--- src/gbn_pkg.sv ---
// Shared constants, codes and types for the go-back-n sender.
package gbn_pkg;

   // Window storage; depth must be a power of two (slot is the low seq bits)
   localparam int WINDOW_DEPTH  = 32;
   localparam int SLOT_W        = $clog2(WINDOW_DEPTH);
   localparam int PAYLOAD_BYTES = 1024;
   localparam int MAX_OUT       = 32;
   localparam int WIN_CAP       = (WINDOW_DEPTH < MAX_OUT) ? WINDOW_DEPTH : MAX_OUT;

   // Field widths
   localparam int FUNC_W   = 3;
   localparam int LEN_W    = 11;
   localparam int FLAGS_W  = 3;
   localparam int SEQ_W    = 32;
   localparam int SLOT_O_W = 5;
   localparam int STAT_W   = 2;
   localparam int LIMIT_W  = 6;
   localparam int CNT_W    = $clog2(MAX_OUT + 1);

   // Request function codes
   localparam logic [FUNC_W-1:0] FN_START   = 3'd0;
   localparam logic [FUNC_W-1:0] FN_CHUNK   = 3'd1;
   localparam logic [FUNC_W-1:0] FN_EOF     = 3'd2;
   localparam logic [FUNC_W-1:0] FN_REPLY   = 3'd3;
   localparam logic [FUNC_W-1:0] FN_TIMEOUT = 3'd4;

   // Packet flags
   localparam logic [FLAGS_W-1:0] FLAG_NONE = 3'd0;
   localparam logic [FLAGS_W-1:0] FLAG_SYN  = 3'd1;
   localparam logic [FLAGS_W-1:0] FLAG_ACK  = 3'd2;
   localparam logic [FLAGS_W-1:0] FLAG_FIN  = 3'd4;

   // Response status codes
   localparam logic [STAT_W-1:0] ST_OK      = 2'd0;
   localparam logic [STAT_W-1:0] ST_REJECT  = 2'd1;
   localparam logic [STAT_W-1:0] ST_IGNORED = 2'd2;
   localparam logic [STAT_W-1:0] ST_DONE    = 2'd3;

   localparam logic [LIMIT_W-1:0] LIMIT_RESET = 6'd8;

   typedef enum logic [2:0] {
      PH_IDLE,
      PH_SYN,
      PH_DATA,
      PH_FIN,
      PH_DONE
   } phase_type;

   typedef enum logic [2:0] {
      CS_IDLE,
      CS_DECIDE,
      CS_READ,
      CS_LOAD,
      CS_SEND
   } ctrl_state_type;

   // Controller -> datapath
   typedef struct packed {
      logic capture;   // latch request beat
      logic decide;    // evaluate request, update protocol state
      logic rd;        // read slot length for resend
      logic wload;     // load resend beat into output register
      logic advance;   // step resend index
   } ctrl_cmd_type;

   // Datapath -> controller
   typedef struct packed {
      logic walk;      // request is a data-phase timeout with packets outstanding
      logic more;      // current output beat is not the last one
   } dp_sts_type;

endpackage

--- src/gbn_ctrl.sv ---
// Sequencing state machine for the go-back-n sender.
module gbn_ctrl (
   input  logic                  clock,
   input  logic                  reset,
   input  logic                  req_valid,
   output logic                  req_ready,
   output logic                  rsp_valid,
   input  logic                  rsp_ready,
   input  gbn_pkg::dp_sts_type   sts,
   output gbn_pkg::ctrl_cmd_type cmd
);

   gbn_pkg::ctrl_state_type state_ff, state_in;

   always_ff @(posedge clock) begin
      if (reset) begin
         state_ff <= gbn_pkg::CS_IDLE;
      end else begin
         state_ff <= state_in;
      end
   end

   always_comb begin
      state_in  = state_ff;
      cmd       = '0;
      req_ready = 1'b0;
      rsp_valid = 1'b0;
      case (state_ff)
         gbn_pkg::CS_IDLE: begin
            // no beat is taken while reset is held
            req_ready = !reset;
            if (req_valid && req_ready) begin
               cmd.capture = 1'b1;
               state_in    = gbn_pkg::CS_DECIDE;
            end
         end
         gbn_pkg::CS_DECIDE: begin
            cmd.decide = 1'b1;
            state_in   = sts.walk ? gbn_pkg::CS_READ : gbn_pkg::CS_SEND;
         end
         gbn_pkg::CS_READ: begin
            cmd.rd   = 1'b1;
            state_in = gbn_pkg::CS_LOAD;
         end
         gbn_pkg::CS_LOAD: begin
            cmd.wload = 1'b1;
            state_in  = gbn_pkg::CS_SEND;
         end
         gbn_pkg::CS_SEND: begin
            rsp_valid = 1'b1;
            if (rsp_ready) begin
               if (sts.more) begin
                  cmd.advance = 1'b1;
                  state_in    = gbn_pkg::CS_READ;
               end else begin
                  state_in = gbn_pkg::CS_IDLE;
               end
            end
         end
         default: begin
            state_in = gbn_pkg::CS_IDLE;
         end
      endcase
   end

endmodule

--- src/gbn_dp.sv ---
// Protocol state, slot length memory and output register of the go-back-n sender.
module gbn_dp (
   input  logic                                clock,
   input  logic                                reset,
   input  gbn_pkg::ctrl_cmd_type               cmd,
   output gbn_pkg::dp_sts_type                 sts,
   input  logic                                csr_we,
   input  logic [gbn_pkg::LIMIT_W-1:0]         csr_data,
   input  logic [gbn_pkg::FUNC_W-1:0]          req_func,
   input  logic [gbn_pkg::LEN_W-1:0]           req_chunk_len,
   input  logic [gbn_pkg::FLAGS_W-1:0]         req_reply_flags,
   input  logic [gbn_pkg::SEQ_W-1:0]           req_reply_ack,
   output logic                                rsp_send_valid,
   output logic [gbn_pkg::SEQ_W-1:0]           rsp_seq_num,
   output logic [gbn_pkg::FLAGS_W-1:0]         rsp_pkt_flags,
   output logic [gbn_pkg::LEN_W-1:0]           rsp_pkt_len,
   output logic [gbn_pkg::SLOT_O_W-1:0]        rsp_slot,
   output logic                                rsp_last,
   output logic [gbn_pkg::STAT_W-1:0]          rsp_status
);

   localparam logic [gbn_pkg::LEN_W-1:0] LEN_SAT = gbn_pkg::LEN_W'(gbn_pkg::PAYLOAD_BYTES);
   localparam logic [gbn_pkg::LIMIT_W-1:0] LIM_CAP = gbn_pkg::LIMIT_W'(gbn_pkg::WIN_CAP);
   localparam logic [gbn_pkg::CNT_W-1:0] CNT_MAX = gbn_pkg::CNT_W'(gbn_pkg::MAX_OUT);

   // Architectural state
   gbn_pkg::phase_type              phase_ff, phase_in;
   logic [gbn_pkg::SEQ_W-1:0]       next_seq_ff, next_seq_in;
   logic [gbn_pkg::SEQ_W-1:0]       base_seq_ff, base_seq_in;
   logic                            eof_ff, eof_in;
   logic [gbn_pkg::LIMIT_W-1:0]     limit_ff;

   // Captured request beat
   logic [gbn_pkg::FUNC_W-1:0]      func_ff;
   logic [gbn_pkg::LEN_W-1:0]       clen_ff;
   logic [gbn_pkg::FLAGS_W-1:0]     rflags_ff;
   logic [gbn_pkg::SEQ_W-1:0]       rack_ff;

   // Resend walk
   logic [gbn_pkg::CNT_W-1:0]       idx_ff;
   logic [gbn_pkg::CNT_W-1:0]       cnt_ff;
   logic [gbn_pkg::LEN_W-1:0]       len_q_ff;

   // Output register
   logic                            o_send_ff;
   logic [gbn_pkg::SEQ_W-1:0]       o_seq_ff;
   logic [gbn_pkg::FLAGS_W-1:0]     o_flags_ff;
   logic [gbn_pkg::LEN_W-1:0]       o_len_ff;
   logic [gbn_pkg::SLOT_O_W-1:0]    o_slot_ff;
   logic                            o_last_ff;
   logic [gbn_pkg::STAT_W-1:0]      o_status_ff;

   logic [gbn_pkg::LEN_W-1:0]       len_mem [gbn_pkg::WINDOW_DEPTH];

   // Decision results
   logic                            d_send;
   logic [gbn_pkg::SEQ_W-1:0]       d_seq;
   logic [gbn_pkg::FLAGS_W-1:0]     d_flags;
   logic [gbn_pkg::LEN_W-1:0]       d_len;
   logic [gbn_pkg::SLOT_W-1:0]      d_slot;
   logic [gbn_pkg::STAT_W-1:0]      d_status;
   logic                            d_walk;
   logic                            d_we;

   logic [gbn_pkg::SEQ_W-1:0]       outstanding;
   logic [gbn_pkg::SEQ_W-1:0]       ack_off;
   logic [gbn_pkg::SEQ_W-1:0]       ack_next;
   logic [gbn_pkg::LIMIT_W-1:0]     eff_limit;
   logic [gbn_pkg::LEN_W-1:0]       clen_sat;
   logic [gbn_pkg::CNT_W-1:0]       walk_cnt;
   logic [gbn_pkg::SEQ_W-1:0]       walk_seq;
   logic [gbn_pkg::SLOT_W-1:0]      walk_slot;

   assign outstanding = next_seq_ff - base_seq_ff;
   assign ack_off     = rack_ff - base_seq_ff;
   assign ack_next    = rack_ff + 1'b1;
   assign clen_sat    = (clen_ff > LEN_SAT) ? LEN_SAT : clen_ff;
   assign walk_cnt    = (outstanding > gbn_pkg::SEQ_W'(gbn_pkg::MAX_OUT)) ?
                        CNT_MAX : gbn_pkg::CNT_W'(outstanding);
   assign walk_seq    = base_seq_ff + gbn_pkg::SEQ_W'(idx_ff);
   assign walk_slot   = walk_seq[gbn_pkg::SLOT_W-1:0];

   always_comb begin
      eff_limit = limit_ff;
      if (limit_ff == '0) begin
         eff_limit = gbn_pkg::LIMIT_W'(1);
      end else if (limit_ff > LIM_CAP) begin
         eff_limit = LIM_CAP;
      end
   end

   always_comb begin
      phase_in    = phase_ff;
      next_seq_in = next_seq_ff;
      base_seq_in = base_seq_ff;
      eof_in      = eof_ff;
      d_send      = 1'b0;
      d_seq       = '0;
      d_flags     = gbn_pkg::FLAG_NONE;
      d_len       = '0;
      d_slot      = '0;
      d_status    = gbn_pkg::ST_OK;
      d_walk      = 1'b0;
      d_we        = 1'b0;
      if (phase_ff == gbn_pkg::PH_IDLE && func_ff == gbn_pkg::FN_START) begin
         d_send      = 1'b1;
         d_flags     = gbn_pkg::FLAG_SYN;
         next_seq_in = gbn_pkg::SEQ_W'(1);
         base_seq_in = gbn_pkg::SEQ_W'(1);
         eof_in      = 1'b0;
         phase_in    = gbn_pkg::PH_SYN;
      end else if (phase_ff == gbn_pkg::PH_SYN &&
                   func_ff inside {gbn_pkg::FN_REPLY, gbn_pkg::FN_TIMEOUT}) begin
         if (func_ff == gbn_pkg::FN_REPLY &&
             rflags_ff == (gbn_pkg::FLAG_SYN | gbn_pkg::FLAG_ACK)) begin
            phase_in = gbn_pkg::PH_DATA;
         end else begin
            d_send  = 1'b1;
            d_flags = gbn_pkg::FLAG_SYN;
         end
      end else if (phase_ff == gbn_pkg::PH_FIN &&
                   func_ff inside {gbn_pkg::FN_REPLY, gbn_pkg::FN_TIMEOUT}) begin
         if (func_ff == gbn_pkg::FN_REPLY && rflags_ff == gbn_pkg::FLAG_ACK) begin
            phase_in = gbn_pkg::PH_DONE;
            d_status = gbn_pkg::ST_DONE;
         end else begin
            d_send  = 1'b1;
            d_seq   = next_seq_ff - 1'b1;
            d_flags = gbn_pkg::FLAG_FIN | gbn_pkg::FLAG_ACK;
         end
      end else if (phase_ff == gbn_pkg::PH_DATA && func_ff == gbn_pkg::FN_CHUNK) begin
         if (eof_ff) begin
            d_status = gbn_pkg::ST_IGNORED;
         end else if (clen_ff == '0) begin
            d_status = gbn_pkg::ST_OK;
         end else if (outstanding >= gbn_pkg::SEQ_W'(eff_limit)) begin
            d_status = gbn_pkg::ST_REJECT;
         end else begin
            d_send      = 1'b1;
            d_seq       = next_seq_ff;
            d_flags     = gbn_pkg::FLAG_ACK;
            d_len       = clen_sat;
            d_slot      = next_seq_ff[gbn_pkg::SLOT_W-1:0];
            d_we        = 1'b1;
            next_seq_in = next_seq_ff + 1'b1;
         end
      end else if (phase_ff == gbn_pkg::PH_DATA && func_ff == gbn_pkg::FN_EOF) begin
         eof_in = 1'b1;
         if (outstanding == '0) begin
            d_send      = 1'b1;
            d_seq       = next_seq_ff;
            d_flags     = gbn_pkg::FLAG_FIN | gbn_pkg::FLAG_ACK;
            next_seq_in = next_seq_ff + 1'b1;
            phase_in    = gbn_pkg::PH_FIN;
         end
      end else if (phase_ff == gbn_pkg::PH_DATA && func_ff == gbn_pkg::FN_REPLY) begin
         if (rflags_ff == gbn_pkg::FLAG_ACK && outstanding != '0 &&
             ack_off < outstanding) begin
            base_seq_in = ack_next;
            if (eof_ff && ack_next == next_seq_ff) begin
               d_send      = 1'b1;
               d_seq       = next_seq_ff;
               d_flags     = gbn_pkg::FLAG_FIN | gbn_pkg::FLAG_ACK;
               next_seq_in = next_seq_ff + 1'b1;
               phase_in    = gbn_pkg::PH_FIN;
            end
         end else begin
            d_status = gbn_pkg::ST_IGNORED;
         end
      end else if (phase_ff == gbn_pkg::PH_DATA && func_ff == gbn_pkg::FN_TIMEOUT) begin
         d_walk = (outstanding != '0);
      end else begin
         d_status = gbn_pkg::ST_IGNORED;
      end
   end

   assign sts.walk = d_walk;
   assign sts.more = !o_last_ff;

   // Control state
   always_ff @(posedge clock) begin
      if (reset) begin
         phase_ff    <= gbn_pkg::PH_IDLE;
         next_seq_ff <= '0;
         base_seq_ff <= '0;
         eof_ff      <= 1'b0;
         limit_ff    <= gbn_pkg::LIMIT_RESET;
         idx_ff      <= '0;
         cnt_ff      <= '0;
         o_last_ff   <= 1'b1;
      end else begin
         if (csr_we) begin
            limit_ff <= csr_data;
         end
         if (cmd.decide) begin
            phase_ff    <= phase_in;
            next_seq_ff <= next_seq_in;
            base_seq_ff <= base_seq_in;
            eof_ff      <= eof_in;
            idx_ff      <= '0;
            cnt_ff      <= walk_cnt;
            if (!d_walk) begin
               o_last_ff <= 1'b1;
            end
         end
         if (cmd.advance) begin
            idx_ff <= idx_ff + 1'b1;
         end
         if (cmd.wload) begin
            o_last_ff <= (idx_ff + 1'b1 == cnt_ff);
         end
      end
   end

   // Payload registers
   always_ff @(posedge clock) begin
      if (cmd.capture) begin
         func_ff   <= req_func;
         clen_ff   <= req_chunk_len;
         rflags_ff <= req_reply_flags;
         rack_ff   <= req_reply_ack;
      end
      if (cmd.decide && !d_walk) begin
         o_send_ff   <= d_send;
         o_seq_ff    <= d_seq;
         o_flags_ff  <= d_flags;
         o_len_ff    <= d_len;
         o_slot_ff   <= gbn_pkg::SLOT_O_W'(d_slot);
         o_status_ff <= d_status;
      end
      if (cmd.wload) begin
         o_send_ff   <= 1'b1;
         o_seq_ff    <= walk_seq;
         o_flags_ff  <= gbn_pkg::FLAG_ACK;
         o_len_ff    <= len_q_ff;
         o_slot_ff   <= gbn_pkg::SLOT_O_W'(walk_slot);
         o_status_ff <= gbn_pkg::ST_OK;
      end
   end

   // Slot length memory: one write port, one registered read port
   always_ff @(posedge clock) begin
      if (cmd.decide && d_we) begin
         len_mem[d_slot] <= clen_sat;
      end
      if (cmd.rd) begin
         len_q_ff <= len_mem[walk_slot];
      end
   end

   assign rsp_send_valid = o_send_ff;
   assign rsp_seq_num    = o_seq_ff;
   assign rsp_pkt_flags  = o_flags_ff;
   assign rsp_pkt_len    = o_len_ff;
   assign rsp_slot       = o_slot_ff;
   assign rsp_last       = o_last_ff;
   assign rsp_status     = o_status_ff;

   // Window never holds more than the slot store
   a_window_bound: assert property (@(posedge clock) disable iff (reset)
      outstanding <= gbn_pkg::SEQ_W'(gbn_pkg::WINDOW_DEPTH))
      else $error("outstanding count exceeds window depth");

   // A resend walk starts at the oldest packet with a nonempty window
   a_walk_start: assert property (@(posedge clock) disable iff (reset)
      cmd.decide && d_walk |=> idx_ff == '0 && cnt_ff != '0)
      else $error("resend walk started without outstanding packets");

   // Every resend beat lies inside the window
   a_walk_range: assert property (@(posedge clock) disable iff (reset)
      cmd.wload |-> idx_ff < cnt_ff)
      else $error("resend index beyond window");

   // Base only moves forward within the window on a decision
   a_base_stable: assert property (@(posedge clock) disable iff (reset)
      !$past(cmd.decide) && !$past(reset) |-> $stable(base_seq_ff))
      else $error("base sequence changed outside a decision");

endmodule

--- src/go_back_n_sender.sv ---
// Go-back-n ARQ sender: top level joining the controller and the datapath.
// A taken request is captured, then decided into the output register, then sent when rsp_ready
// is high; a resend passes read and load before send. A new request waits for the last beat.
// Timeout resend: each packet steps through read (registered slot length read), load and send.
// Reset: synchronous, active high; phase idle, sequence numbers zero, window_limit 8.
// Slot length memory has no reset; only slots inside the outstanding window are ever read.
module go_back_n_sender (
   input  logic                           clock,
   input  logic                           reset,
   // Request channel
   input  logic                           req_valid,
   output logic                           req_ready,
   input  logic [gbn_pkg::FUNC_W-1:0]     req_func,
   input  logic [gbn_pkg::LEN_W-1:0]      req_chunk_len,
   input  logic [gbn_pkg::FLAGS_W-1:0]    req_reply_flags,
   input  logic [gbn_pkg::SEQ_W-1:0]      req_reply_ack,
   // Response channel
   output logic                           rsp_valid,
   input  logic                           rsp_ready,
   output logic                           rsp_send_valid,
   output logic [gbn_pkg::SEQ_W-1:0]      rsp_seq_num,
   output logic [gbn_pkg::FLAGS_W-1:0]    rsp_pkt_flags,
   output logic [gbn_pkg::LEN_W-1:0]      rsp_pkt_len,
   output logic [gbn_pkg::SLOT_O_W-1:0]   rsp_slot,
   output logic                           rsp_last,
   output logic [gbn_pkg::STAT_W-1:0]     rsp_status,
   // Window limit register write
   input  logic                           csr_valid,
   output logic                           csr_ready,
   input  logic [gbn_pkg::LIMIT_W-1:0]    csr_window_limit
);

   gbn_pkg::ctrl_cmd_type cmd;
   gbn_pkg::dp_sts_type   sts;

   // Register writes are taken only while the controller is idle, so the
   // limit never changes under a request in flight.
   assign csr_ready = req_ready;

   // Controller: one request beat at a time. Each request passes through the decide
   // state; a timeout with packets outstanding then loops read/load/send
   // once per packet, oldest first, with last marking the final beat.
   gbn_ctrl u_ctrl (
      .clock     (clock),
      .reset     (reset),
      .req_valid (req_valid),
      .req_ready (req_ready),
      .rsp_valid (rsp_valid),
      .rsp_ready (rsp_ready),
      .sts       (sts),
      .cmd       (cmd)
   );

   // Datapath: protocol phase, sequence window, per-slot length store and
   // the output register that holds each response beat until taken.
   gbn_dp u_dp (
      .clock           (clock),
      .reset           (reset),
      .cmd             (cmd),
      .sts             (sts),
      .csr_we          (csr_valid & csr_ready),
      .csr_data        (csr_window_limit),
      .req_func        (req_func),
      .req_chunk_len   (req_chunk_len),
      .req_reply_flags (req_reply_flags),
      .req_reply_ack   (req_reply_ack),
      .rsp_send_valid  (rsp_send_valid),
      .rsp_seq_num     (rsp_seq_num),
      .rsp_pkt_flags   (rsp_pkt_flags),
      .rsp_pkt_len     (rsp_pkt_len),
      .rsp_slot        (rsp_slot),
      .rsp_last        (rsp_last),
      .rsp_status      (rsp_status)
   );

endmodule
--- config.mk ---
export PLATFORM = sky130hd
export DESIGN_NAME = go_back_n_sender
export DESIGN_NICKNAME = d
export VERILOG_FILES = /design/src/gbn_pkg.sv /design/src/gbn_ctrl.sv /design/src/gbn_dp.sv /design/src/go_back_n_sender.sv
export SDC_FILE = /design/constraint.sdc
export NUM_CORES = 1
export LEC_CHECK = 0
export BUFFER_PORTS_ARGS = -buffer_cell sky130_fd_sc_hd__buf_2
export CORE_MARGIN = 8
export CORE_UTILIZATION = 55
export CTS_BUF_LIST = sky130_fd_sc_hd__clkbuf_4 sky130_fd_sc_hd__clkbuf_8
export DETAILED_ROUTE_END_ITERATION = 8
export PLACE_DENSITY = 0.7
export SLEW_MARGIN = 25
export SYNTH_ARGS = -nofsm -noshare
export SYNTH_HDL_FRONTEND = slang
export SYNTH_SLANG_ARGS = --single-unit
--- constraint.sdc ---
create_clock -name clock -period 11.7 [get_ports clock]
set_input_delay 1.17 -clock clock [delete_from_list [all_inputs] [get_ports clock]]
set_output_delay 1.17 -clock clock [all_outputs]
set_load 0.01 [all_outputs]
==> key figures <==
Detailed routing
  – Final wirelength: about 85 mm
  – Number of DRC violations after detailed routing: 0
  – Routed via count: between 20000 and 25000
  – Number of vias per cell after detailed routing: roughly 6.5
  – Average detailed-routed wire length per instance: 25.1 um
  – Iteration-0 DRC Markers: ~2300
  – Number of iterations in the first detailed-routing pass: 8
  – Number of routed nets with antenna violations: 0

Hold path
  – Kind of path behind the tightest hold check: reg2reg
  – Hold Path Origin: u_dp.base_seq_ff[14]
  – Endpoint, Worst Hold: u_dp.base_seq_ff[14]
  – Number of cells on the worst hold path: 2

Power and ir drop
  – Logic gate share of total power: under 10%
  – Total internal power: about 3200 uW
  – Switching component of the power: 1070 uW
  – Clock share of power: between 40% and 50%
  – Net switching fraction of the power: approximately 25%
  – Part of the total power dissipated in sequential elements: 51.3%
  – PwrDens: ~130 mW/mm2
  – Leak Pwr: roughly 0.011 uW
  – Maximum ir drop on the vdd rail: around 120 uV

Layout
  – Antenna fix cells: 0
  – Layout cells sized above 1: around a fifth
  – Area Growth Syn to Fin: 10.7%
  – Non-filler cells in the finished layout: approximately 3400
  – Count of nets after finishing: ~2800
  – Filler cell count in the final layout: slightly above 4000

Timing
  – Hold slack: between 0.4 and 0.5 ns
  – Clock Skews: approximately 0.036 ns
  – Post-route fraction of the period consumed by the critical path: a little under two thirds
  – Relative slew slack: between 20% and 30%
  – RSZ-0062 raised after global routing: false
  – Shortest clock period the worst path allows after layout: approximately 7.4 ns
  – Max-slew violation total from the final report: 0
  – Final hold viol count: 0
  – Transition time of the tightest slew-check pin: roughly 1.1 ns
  – Total Neg Setup Slack: 0 ns
  – Final setup violation count: 0
  – Max Clock Freq: roughly 0.13 GHz

Logic synthesis
  – Dominant synthesized flop cell: sky130_fd_sc_hd__edfxtp_1
  – Share of synthesized area occupied by flip-flops and latches: 53.2%
  – Number of enable-type register cells in the synthesized netlist: between 400 and 500
  – Syn nets: around 2700
  – Asr flop ratio synth: 0%
  – Post-synthesis instance area: around 0.030 mm2
  – Syn. warnings: 0
  – Post-Synthesis Cells: approximately 2500
  – Flip-flop and latch count after synthesis: between 500 and 600
  – Netlist cell types: 100
  – Syn Area/Cell: between 10 and 15 um2

GRT
  – Via count of the first global-routing pass: 21346
  – Overall global routing resource usage: ~27%
  – Sum of overflow across all layers after global routing: 0
  – Antenna violations before repair: 1
  – Largest net degree at the start of global routing: 61
  – Global-route wire length before repair: between 100 and 150 mm

Clock network
  – Number of buffers added for setup after CTS: 0
  – Bufs on Longest Clock Path: 3
  – Worst-skew pair later-pin latency: 0.71 ns
  – TritonCTS Sinks: ~560
  – TritonCTS clock tree: done
  – Hold_buf cts: 0
  – Clock input transition at the sequential cells of the worst setup and hold paths: roughly 0.06 ns
  – Number of levels the H-tree was split into: 3
  – Clk Tree Root Cell: sky130_fd_sc_hd__clkbuf_8
  – Clock buffer count from CTS: between 90 and 100
  – Number of cells upsized or downsized after cts: 0

Setup path
  – Reg-to-reg critical path startpoint: u_dp.base_seq_ff[1]
  – Arrival time of the worst setup path: approximately 7.8 ns
  – Type of origin of the critical path: flop
  – Worst-case register-to-register setup slack: approximately 4.3 ns
  – Reg2Reg Capture Point: u_dp.rsp_seq_num[9]
  – Required time at the endpoint of the critical path: 12.09 ns
  – CP endpoint kind: flop
  – Setup Crit Path Kind: reg2reg
  – Reg2reg path depth: 26
  – Crit path max fanout: 24

Place
  – Cell count after placement: between 3000 and 4000
  – # port buffers: around 120
  – Routability congestion estimate from global placement: 0.958
  – Detailed placement HPWL: a little over 60 mm

Die
  – Number of primary I/O pins: approximately 120
  – Die outline area: a little over 0.06 mm2
  – Num rows: 85
  – Standard cell core area: 0.0535 mm2
  – Die width: between 200 and 250 um
  – Initial Utilization: a little under three fifths
  – Chip height: about 250 um

Run status
  – Outcome: finished clean

Run
  – Maxcap violations: 0
flip-flops by register name, indices dropped and copies added, names as in the netlist:
signal               count
u_dp.len_mem           352
u_dp.base_seq_ff        32
u_dp.limit_ff            6
u_dp.rack_ff            32
u_dp.rsp_slot            5
u_dp.rsp_send_valid      1
u_dp.rsp_status          2
u_dp.func_ff             3
u_dp.rflags_ff           3
u_dp.rsp_pkt_flags       3
u_dp.rsp_pkt_len        11
u_ctrl.state_ff          3
u_dp.idx_ff              6
u_dp.phase_ff            3
u_dp.rsp_seq_num        32
u_dp.cnt_ff              6
u_dp.next_seq_ff        32
u_dp.len_q_ff           11
u_dp.clen_ff            11
u_dp.rsp_last            1
u_dp.eof_ff              1
layer usage:
layer,routed length (um),vias up,global-route usage (%)
li1,-,9713,-
met1,33300,10712,35.4
met2,41000,1094,45.1
met3,7150,215,4.90
met4,3180,0,11.3
met5,0,-,0
cell usage after synthesis, types with 23 or more instances:
| library cell | n | area, um2 |
|---|---|---|
| sky130_fd_sc_hd__edfxtp_1 | 460 | 13800 |
| sky130_fd_sc_hd__nand2_1 | 193 | 724 |
| sky130_fd_sc_hd__nor2_1 | 173 | 649 |
| sky130_fd_sc_hd__a21oi_1 | 149 | 746 |
| sky130_fd_sc_hd__nand3_1 | 118 | 591 |
| sky130_fd_sc_hd__mux4_2 | 110 | 2480 |
| sky130_fd_sc_hd__ha_1 | 109 | 1360 |
| sky130_fd_sc_hd__xnor2_1 | 103 | 902 |
| sky130_fd_sc_hd__dfxtp_1 | 96 | 1920 |
| sky130_fd_sc_hd__clkbuf_1 | 89 | 334 |
| sky130_fd_sc_hd__o21ai_0 | 87 | 435 |
| sky130_fd_sc_hd__inv_1 | 83 | 312 |
| sky130_fd_sc_hd__nor3_1 | 60 | 300 |
| sky130_fd_sc_hd__or3_1 | 44 | 275 |
| sky130_fd_sc_hd__a21o_1 | 36 | 270 |
| sky130_fd_sc_hd__and3_1 | 36 | 225 |
| sky130_fd_sc_hd__xor2_1 | 35 | 307 |
| sky130_fd_sc_hd__nand4_1 | 33 | 206 |
| sky130_fd_sc_hd__nand2b_1 | 32 | 200 |
| sky130_fd_sc_hd__buf_2 | 28 | 140 |
| sky130_fd_sc_hd__nor4_1 | 26 | 163 |
| sky130_fd_sc_hd__nor2b_1 | 25 | 156 |
| sky130_fd_sc_hd__o211ai_1 | 23 | 173 |
layout make-up:
class                      instances  area [um2]  area share (%)
clock buffer                     123        1540            4.71
clock inverter                    49         305           0.932
inverter                          83         312           0.951
multi-input combinational       1706       13100            40.0
sequential                       556       15700            48.0
tap                              696         871            2.66
timing repair buffer             156         878            2.68
cells by family after synthesis:
group	count (synthesis)	share of synthesized area [%]
and+or+nand+nor	834	14.5
DFF	556	53.2
AOI/OAI and AO/OA	484	10.8
buffers and inverters	218	3.03
xor gates and xnor gates	144	4.54
muxes	132	9.17
adders and majority gates	112	4.81
layout by cell type, fill, tap and decap left out, drive strengths merged, types with 14 or more instances in the layout:
cell and count:
inv 89, a31oi 19, nand2 193, buf 156, xnor2 103, or4 14
nand4 36, and3 37, ha 109, nor2 174, clkinv 40, nor3 69
a211oi 15, a21o 36, mux4 110, o211ai 25, edfxtp 460, o21a 16
o21ai 101, nand2b 32, nor4 28, and2 17, xor2 35, a21oi 156
clkbuf 123, nor2b 25, or3 44, dfxtp 96, nand3 119
worst max-delay path by stage:
stage	endpoint	slack (ns)	startpoint	cells past startpoint
2_1_floorplan	u_dp.rsp_pkt_len[0]	4.18	u_dp.next_seq_ff[0]	15
3_3_place_gp	u_dp.rsp_seq_num[10]	4.77	u_dp.base_seq_ff[1]	28
3_5_place_dp	u_dp.rsp_seq_num[10]	4.46	u_dp.base_seq_ff[1]	26
4_1_cts	u_dp.rsp_seq_num[10]	4.41	u_dp.base_seq_ff[1]	26
5_1_grt	u_dp.rsp_seq_num[3]	3.68	u_dp.base_seq_ff[1]	26
6_report	u_dp.rsp_seq_num[9]	4.28	u_dp.base_seq_ff[1]	26
critical path, stage by stage, from the launching register on:
cell and delay, ns:
sky130_fd_sc_hd__dfxtp_1 0.44, sky130_fd_sc_hd__inv_1 0.14, sky130_fd_sc_hd__ha_1 0.28, sky130_fd_sc_hd__nor2b_1 0.13, sky130_fd_sc_hd__o21a_1 0.18, sky130_fd_sc_hd__o21ai_0 0.25
sky130_fd_sc_hd__a21oi_1 0.17, sky130_fd_sc_hd__a41o_1 0.29, sky130_fd_sc_hd__a311o_1 0.34, sky130_fd_sc_hd__a221oi_1 0.62, sky130_fd_sc_hd__o211ai_1 0.23, sky130_fd_sc_hd__a21oi_1 0.22
sky130_fd_sc_hd__o21ai_0 0.18, sky130_fd_sc_hd__a21bo_2 0.25, sky130_fd_sc_hd__a21oi_1 0.16, sky130_fd_sc_hd__xnor2_1 0.10, sky130_fd_sc_hd__ha_1 0.33, sky130_fd_sc_hd__nand4_1 0.10
sky130_fd_sc_hd__nor2_1 0.22, sky130_fd_sc_hd__nand3_1 0.14, sky130_fd_sc_hd__o311ai_0 0.44, sky130_fd_sc_hd__nand3b_1 0.27, sky130_fd_sc_hd__and3_1 0.18, sky130_fd_sc_hd__a221o_1 0.70
sky130_fd_sc_hd__nor2_1 0.37, sky130_fd_sc_hd__o21ai_0 0.26, sky130_fd_sc_hd__o311ai_0 0.15
power groups by stage:
stage               sequential [uW]  clock [uW]  combinational, uW
global route                   2190        1830                392
floorplan                      2220           0                237
CTS                            2180        1750                356
global placement               2230           0                347
detailed placement             2230           0                354
finish                         2190        1710                361
metrics by stage:
step / worst slack, ns / total power (uW) / area, um2 / utilization (%)
2_1_floorplan: 4.18 / 2450 / 29600 / -
3_3_place_gp: 4.77 / 2570 / 30900 / 57.7
3_5_place_dp: 4.46 / 2580 / 30900 / 57.8
4_1_cts: 4.41 / 4290 / 32700 / 61.2
5_1_grt: 3.68 / 4410 / 32800 / 61.2
6_report: 4.28 / 4260 / 32800 / 61.2
Note: power is estimated with default switching activity, not from simulation.
